### src/pcf_pkg.sv
// ----------------------------------------------------------------------------
// pcf_pkg: shared types and constants for the palette crossfade engine
// Operation codes, sizes and the per-channel blend function.
// ----------------------------------------------------------------------------
`default_nettype none
package pcf_pkg;
	localparam int ENTRIES   = 160;
	localparam int TEAMS     = 256;
	localparam int ENT_W     = 8;
	localparam int TEAM_W    = 8;
	localparam int BANK_AW   = 16;
	localparam int CUR_AW    = 9;
	localparam int STEP_W    = 5;
	localparam logic [STEP_W-1:0] STEP_CLAMP = 5'd16;
	localparam logic [STEP_W-1:0] STEP_DONE  = 5'd17;

	localparam logic [2:0] OP_WRITE = 3'd0;
	localparam logic [2:0] OP_BEGIN = 3'd1;
	localparam logic [2:0] OP_REQ   = 3'd2;
	localparam logic [2:0] OP_TICK  = 3'd3;
	localparam logic [2:0] OP_READ  = 3'd4;

	typedef struct packed {
		logic [2:0]        operation;
		logic              side;
		logic [TEAM_W-1:0] team;
		logic [TEAM_W-1:0] second_team;
		logic [ENT_W-1:0]  entry;
		logic [15:0]       color;
	} item_t;

	typedef struct packed {
		logic              bank_wr;
		logic [BANK_AW-1:0] bank_wa;
		logic [15:0]       bank_wd;
		logic              bank_rd;
		logic [BANK_AW-1:0] bank_ra;
		logic              cur_rd;
		logic [CUR_AW-1:0] cur_ra;
		logic              copy_wr;
		logic              blend_wr;
		logic              snap_wr;
		logic [CUR_AW-1:0] wa;
		logic [STEP_W-1:0] step;
	} cmd_t;

	// Blue rounds the scaled delta toward zero; green and red sit above the
	// low bits and therefore round toward minus infinity.
	function automatic logic [4:0] mix5(input logic [4:0] a, input logic [4:0] b,
		input logic [STEP_W-1:0] s, input logic to_zero);
		logic signed [10:0] d;
		logic signed [10:0] q;
		logic signed [10:0] p;
		begin
			d = $signed({6'd0, b}) - $signed({6'd0, a});
			p = d * $signed({6'd0, s});
			q = (to_zero && p < 0) ? -((-p) >>> 4) : (p >>> 4);
			mix5 = 5'(11'($signed({6'd0, a}) + q));
		end
	endfunction

	function automatic logic [15:0] mix_color(input logic [15:0] a, input logic [15:0] b,
		input logic [STEP_W-1:0] s);
		logic [STEP_W-1:0] c;
		begin
			c = (s > STEP_CLAMP) ? STEP_CLAMP : s;
			mix_color = {b[15], mix5(a[14:10], b[14:10], c, 1'b0),
				mix5(a[9:5], b[9:5], c, 1'b0), mix5(a[4:0], b[4:0], c, 1'b1)};
		end
	endfunction
endpackage
`default_nettype wire

### src/pcf_ctrl.sv
// ----------------------------------------------------------------------------
// pcf_ctrl: sequencer for the palette crossfade engine
// Decodes items, checks validity, sweeps entries and builds the result.
// ----------------------------------------------------------------------------
`default_nettype none
module pcf_ctrl (
	input  wire logic                clk,
	input  wire logic                arst_n,
	input  wire logic                in_ok,
	input  wire pcf_pkg::item_t      item,
	output logic                     in_rdy,
	input  wire logic [8:0]          team_count,
	output pcf_pkg::cmd_t            cmd,
	input  wire logic [15:0]         cur_q,
	output logic                     res_vld,
	input  wire logic                res_rdy,
	output logic [18:0]              res_data
);
	import pcf_pkg::*;

	localparam logic [2:0] S_IDLE  = 3'd0;
	localparam logic [2:0] S_SWEEP = 3'd1;
	localparam logic [2:0] S_DRAIN = 3'd2;
	localparam logic [2:0] S_READ  = 3'd3;
	localparam logic [2:0] S_OUT   = 3'd4;

	logic [2:0] state_q;
	logic [TEAM_W-1:0] tgt_q [2];
	logic [STEP_W-1:0] step_q [2];
	logic ready_q;
	logic [2:0] op_q;
	logic half_q;
	logic [ENT_W-1:0] idx_q;
	logic [1:0] todo_q;
	logic [1:0] chg_q;
	logic [1:0] drain_q;
	logic [TEAM_W-1:0] src_q [2];
	logic status_q;
	logic [15:0] col_q;

	logic count_ok, valid, t1_ok, t2_ok;
	logic [CUR_AW-1:0] caddr;
	logic [BANK_AW-1:0] baddr;
	logic last;
	logic [1:0] fading;

	assign count_ok = (team_count >= 9'd1) && (team_count <= 9'd256);
	assign t1_ok = {1'b0, item.team} < team_count;
	assign t2_ok = {1'b0, item.second_team} < team_count;
	assign valid = ready_q && count_ok && ({1'b0, tgt_q[0]} < team_count)
		&& ({1'b0, tgt_q[1]} < team_count);
	assign in_rdy = (state_q == S_IDLE);
	assign caddr = CUR_AW'(half_q ? ENTRIES : 0) + CUR_AW'(idx_q);
	assign baddr = BANK_AW'(src_q[half_q] * ENTRIES) + BANK_AW'(idx_q);
	assign last = (idx_q == ENT_W'(ENTRIES - 1));
	assign fading = {step_q[1] != STEP_DONE, step_q[0] != STEP_DONE};

	always_comb begin
		cmd = '0;
		cmd.bank_wa = BANK_AW'(item.team * ENTRIES) + BANK_AW'(item.entry);
		cmd.bank_wd = item.color;
		cmd.bank_wr = in_ok && in_rdy && item.operation == OP_WRITE
			&& item.entry < ENT_W'(ENTRIES);
		cmd.bank_ra = baddr;
		cmd.wa = caddr;
		cmd.step = step_q[half_q];
		cmd.cur_ra = caddr;
		if (state_q == S_READ) begin
			cmd.cur_rd = 1'b1;
			cmd.cur_ra = CUR_AW'(half_q ? ENTRIES : 0) + CUR_AW'(idx_q);
		end
		if (state_q == S_SWEEP) begin
			cmd.bank_rd = 1'b1;
			cmd.cur_rd = 1'b1;
			cmd.copy_wr = (op_q == OP_BEGIN);
			cmd.blend_wr = (op_q == OP_TICK);
			cmd.snap_wr = (op_q == OP_REQ);
		end
	end

	always_ff @(posedge clk or negedge arst_n) begin
		if (!arst_n) begin
			state_q <= S_IDLE;
			tgt_q[0] <= '0;
			tgt_q[1] <= '0;
			step_q[0] <= '0;
			step_q[1] <= '0;
			ready_q <= 1'b0;
			res_vld <= 1'b0;
			op_q <= '0;
			half_q <= 1'b0;
			idx_q <= '0;
			todo_q <= '0;
			chg_q <= '0;
			drain_q <= '0;
			src_q[0] <= '0;
			src_q[1] <= '0;
			status_q <= 1'b0;
			col_q <= '0;
		end else begin
			case (state_q)
				S_IDLE: begin
					if (in_ok) begin
						op_q <= item.operation;
						chg_q <= (item.operation == OP_TICK && valid) ? fading : 2'b00;
						col_q <= '0;
						idx_q <= (item.operation == OP_READ) ? item.entry : '0;
						case (item.operation)
							OP_WRITE: begin
								status_q <= !(item.entry < ENT_W'(ENTRIES));
								state_q <= S_OUT;
							end
							OP_BEGIN: begin
								if (count_ok && t1_ok && t2_ok) begin
									status_q <= 1'b0;
									src_q[0] <= item.team;
									src_q[1] <= item.second_team;
									todo_q <= 2'b11;
									half_q <= 1'b0;
									state_q <= S_SWEEP;
								end else begin
									status_q <= 1'b1;
									state_q <= S_OUT;
								end
							end
							OP_REQ: begin
								if (valid && t1_ok) begin
									status_q <= 1'b0;
									if (item.team != tgt_q[item.side]) begin
										tgt_q[item.side] <= item.team;
										step_q[item.side] <= '0;
										half_q <= item.side;
										todo_q <= 2'b01 << item.side;
										src_q[item.side] <= item.team;
										state_q <= S_SWEEP;
									end else state_q <= S_OUT;
								end else begin
									status_q <= 1'b1;
									state_q <= S_OUT;
								end
							end
							OP_TICK: begin
								if (valid) begin
									status_q <= 1'b0;
									todo_q <= fading;
									src_q[0] <= tgt_q[0];
									src_q[1] <= tgt_q[1];
									half_q <= (step_q[0] == STEP_DONE);
									state_q <= (fading != 2'b00) ? S_SWEEP : S_OUT;
								end else begin
									status_q <= 1'b1;
									state_q <= S_OUT;
								end
							end
							OP_READ: begin
								if (ready_q && item.entry < ENT_W'(ENTRIES)) begin
									status_q <= 1'b0;
									half_q <= item.side;
									state_q <= S_READ;
								end else begin
									status_q <= 1'b1;
									state_q <= S_OUT;
								end
							end
							default: begin
								status_q <= 1'b1;
								state_q <= S_OUT;
							end
						endcase
					end
				end
				S_SWEEP: begin
					if (last) begin
						idx_q <= '0;
						todo_q[half_q] <= 1'b0;
						if (half_q == 1'b0 && todo_q[1]) half_q <= 1'b1;
						else begin
							drain_q <= 2'd2;
							state_q <= S_DRAIN;
						end
					end else idx_q <= idx_q + 1'b1;
				end
				S_DRAIN: begin
					drain_q <= drain_q - 1'b1;
					if (drain_q == 2'd1) begin
						if (op_q == OP_BEGIN) begin
							tgt_q[0] <= src_q[0];
							tgt_q[1] <= src_q[1];
							step_q[0] <= STEP_DONE;
							step_q[1] <= STEP_DONE;
							ready_q <= 1'b1;
						end
						if (op_q == OP_TICK) begin
							if (chg_q[0]) step_q[0] <= step_q[0] + 1'b1;
							if (chg_q[1]) step_q[1] <= step_q[1] + 1'b1;
						end
						state_q <= S_OUT;
					end
				end
				S_READ: begin
					state_q <= S_OUT;
					op_q <= OP_WRITE;
					drain_q <= 2'd3;
				end
				S_OUT: begin
					if (drain_q == 2'd3) begin
						col_q <= cur_q;
						drain_q <= 2'd0;
					end else if (!res_vld) res_vld <= 1'b1;
					else if (res_rdy) begin
						res_vld <= 1'b0;
						state_q <= S_IDLE;
					end
				end
				default: state_q <= S_IDLE;
			endcase
		end
	end

	assign res_data = {col_q, chg_q, status_q};
endmodule
`default_nettype wire

### config.mk
export PLATFORM = sky130hd
export DESIGN_NAME = pcf_ctrl
export DESIGN_NICKNAME = d
export VERILOG_FILES = /design/src/pcf_pkg.sv /design/src/pcf_ctrl.sv
export SDC_FILE = /design/constraint.sdc
export NUM_CORES = 1
export LEC_CHECK = 0
export BUFFER_PORTS_ARGS = -buffer_cell sky130_fd_sc_hd__buf_2
export CORE_MARGIN = 2
export CORE_UTILIZATION = 50
export CTS_CLUSTER_SIZE = 8
export DETAILED_ROUTE_END_ITERATION = 8
export PLACE_DENSITY = 0.87
export SYNTH_ARGS = -nofsm -noshare
export SYNTH_HDL_FRONTEND = slang
export SYNTH_SLANG_ARGS = --single-unit
export TNS_END_PERCENT = 1
### constraint.sdc
create_clock -name clk -period 6.6 [get_ports clk]
set_clock_uncertainty 0.2 [all_clocks]
set_input_delay 0.99 -clock clk [delete_from_list [all_inputs] [get_ports clk]]
set_output_delay 0.99 -clock clk [all_outputs]
set_load 0.05 [all_outputs]
==> impl_results.md <==
- Min cycle time layout: 5370 ps
- Inserted Diodes: 0
- Fin. Hold Viols: 0
- Count of instances resized after the clock tree is built: 0
- Setup repair after global routing missed its margin: no
- Number of global-route vias before repair: 5796
- Maximum buffer depth of the clock tree: 2
- Cell depth of the worst min-delay path: 2
- Worst skew pair latency: 340 ps
- Highest Clock Rate: 0.186 GHz
- Setup Viol. Count Final: 0
- Clock-pin slew of the registers on the worst-case setup and hold paths: 60 ps
- Share of cells above drive strength 1: 22.4%
- Post-CTS setup buffers: 0
- Max-capacitance violation count: 0
- FF+latch count, synth: 81
- CTS sink count: 81
- Final weighted congestion in routability-driven placement: 0.902
- Hold_ws: 271 ps
- Static leakage: 3.66 nW
- Number of standard cells after synthesis: 771
- Drt pass-1 iters: 5
- Routed vias: 6240
- Count of unique library cells instantiated by Yosys: 69
- PD cells: 563 mW/mm2
- Final global-route overflow total: 0
- Worst slew margin: 28.7%
- Worst Max-Slew Pin Slew: 1070 ps
- Aggregate global-route resource usage: 24.2%
- Worst Hold Path EP: col_q[13]
- Warnings from Yosys: 0
- Fin Setup TNS: 0 ps
- Startpoint of the worst register-to-register path: tgt_q[6]
- Non-filler instance count after layout: 1029
- Die X: 121 um
- Crit. End Element: primary output
- Post-cts hold buffer count: 0
- Worst slack at placement: 1600 ps
- First-pass GRT wire length: 28600 um
- Summed instance area of the synthesized netlist: 0.00681 mm2
- Post-layout util: 57.4%
- CTS root buffer: clkbuf_16
- Placed insts: 1013
- Required @ worst endpoint: 5410 ps
- Total power consumption of the routed design: 4.29 mW
- Vias per Instance: 6.06
- Finished layout cell area: 0.00763 mm2
- Number of enable-type register cells in the synthesized netlist: 0
- Half-perimeter wire length after detailed placement: 12900 um
- Largest fanout of any net on the critical path: 19
- Total number of nets in the final design: 993
- Placement Rows: 42
- Sort of element at the start of the critical path: register
- Die Y: 121 um
- Fraction of the yosys area taken by sequential cells: 29.7%
- Clock buffers created by TritonCTS: 9
- Number of buffers inserted by port buffering: 138
- WL/cell: 16.8 um
- Data arrival time of the critical path: 4180 ps
- Status: finished clean
- Kind of path behind the tightest hold check: reg -> reg
- Area of the die: 0.0146 mm2
- Total number of H-tree levels: 3
- Area delta synth->final: 12.0%
- Most area-consuming cells after synthesis: dfrtp_1 (30%), ha_1 (12%), nand2_1 (5.2%), buf_4 (4.6%), o21ai_0 (4.3%)
- Total detailed-routing wirelength: 17300 um
- Antenna violations before repair: 0
- Top-level I/O count: 171
- Share of the synthesized area in the top cell type: 29.7%
- DR iter-0 viols: 496
- Antenna-violating nets left: 0
- FF-to-FF End: src_q[9]
- Starting Density: 51.3%
- Placed Area: 0.00728 mm2
- Largest net degree at the start of global routing: 82
- Minimum setup slack among reg-to-reg paths: 3080 ps
- Async S/R FF share, synth: 100%
- Count of unresolved DRC violations after routing: 0
- Average footprint of a synthesized cell: 8.84 um2
- Total core area: 0.0133 mm2
- Worst Path Class, Setup: reg -> out
- Min setup slack post-route: 1230 ps
- Largest vdd supply drop: 0.374 mV
- Final worst path period share: 81.4%
- Fin. max-slew vios: 0
- R2R depth: 8
- Post-synth top area cell: dfrtp_1
- Hold Crit Start: col_q[13]
- Synthesized Nets: 916
- Leading register cell type out of synthesis: dfrtp_1
- Clock tree from TritonCTS: done
critical path: stages, from the launching register on:
cell	delay [ps]
dfrtp_1	830
mux2i_1	360
inv_1	110
ha_1	290
ha_1	220
inv_1	70
fa_1	450
or3_1	420
nor3b_1	340
nand4_1	170
nor3_1	180
or3_1	130
buf_2	250
cell usage in the layout (no fill, tap or decap), drive strengths merged, types with 12 or more instances in the layout:
cell     count
a21o        12
a21oi       45
a22oi       33
buf        139
dfrtp       81
ha          68
inv         29
mux2        13
nand2       95
nand3       15
nor2        34
nor2b       13
o21ai       60
o2bb2ai     33
xnor2       25
registers in the layout, indices dropped and copies added (netlist names):
register  cells
col_q        16
src_q        16
chg_q         2
ready_q       1
todo_q        1
idx_q         8
op_q          3
status_q      1
res_vld       1
half_q        1
drain_q       2
tgt_q        16
step_q       10
state_q       3
cells in the mapped netlist, types with 9 or more instances:
cell type / n
a21oi_1: 45
xor2_1: 9
clkbuf_1: 22
nor3_1: 9
dfrtp_1: 81
ha_1: 68
buf_4: 42
o2bb2ai_1: 24
o2bb2ai_2: 9
mux2_2: 13
a22oi_1: 33
nand2_1: 95
nor2b_1: 13
xnor2_1: 25
nand2b_1: 10
inv_1: 28
a21o_1: 12
mux2i_1: 9
nand3_1: 15
nor2_1: 34
o21ai_0: 58
and2_1: 9
kinds of logic after synthesis:
| family | count (synthesis) | share of synthesized area [%] |
|---|---|---|
| AO/OA/AOI/OAI | 230 | 23.5 |
| XOR/XNOR | 34 | 4.37 |
| adder cells (fa/ha/maj) | 72 | 13.7 |
| buffers and inverters | 103 | 8.32 |
| flip-flops | 81 | 29.7 |
| multiplexers | 22 | 3.47 |
| AND/OR/NAND/NOR | 229 | 16.9 |
routing by layer:
metal	routed length (um)	global-route usage [%]
met5	0	0
met4	329	6.98
met3	1250	4.76
met2	8500	40.2
met1	7230	32.1
power by group:
part | internal, mW | switching (mW)
combinational | 0.849 | 1.89
clock | 0.379 | 0.203
sequential | 0.704 | 0.273
total | 1.93 | 2.36
how the worst max path moves through the flow:
| stage | start | to | slack (ps) | depth (start not counted) |
|---|---|---|---|---|
| finish | half_q | cmd[42] | 1230 | 12 |
| floorplan | half_q | cmd[41] | 1650 | 12 |
| global placement | half_q | cmd[42] | 1680 | 12 |
| CTS | half_q | cmd[42] | 1200 | 12 |
| global route | half_q | cmd[42] | 800 | 13 |
| detailed placement | half_q | cmd[42] | 1600 | 12 |
cell type report:
type                       count  area, um2
clock buffer                  11        243
clock inverter                 5        103
fill                        1176       5670
inverter                      30        113
multi-input combinational    587       4220
sequential                    81       2030
tap                          176        220
timing repair buffer         139        701
No activity file was read; power rests on OpenSTA's default activity.
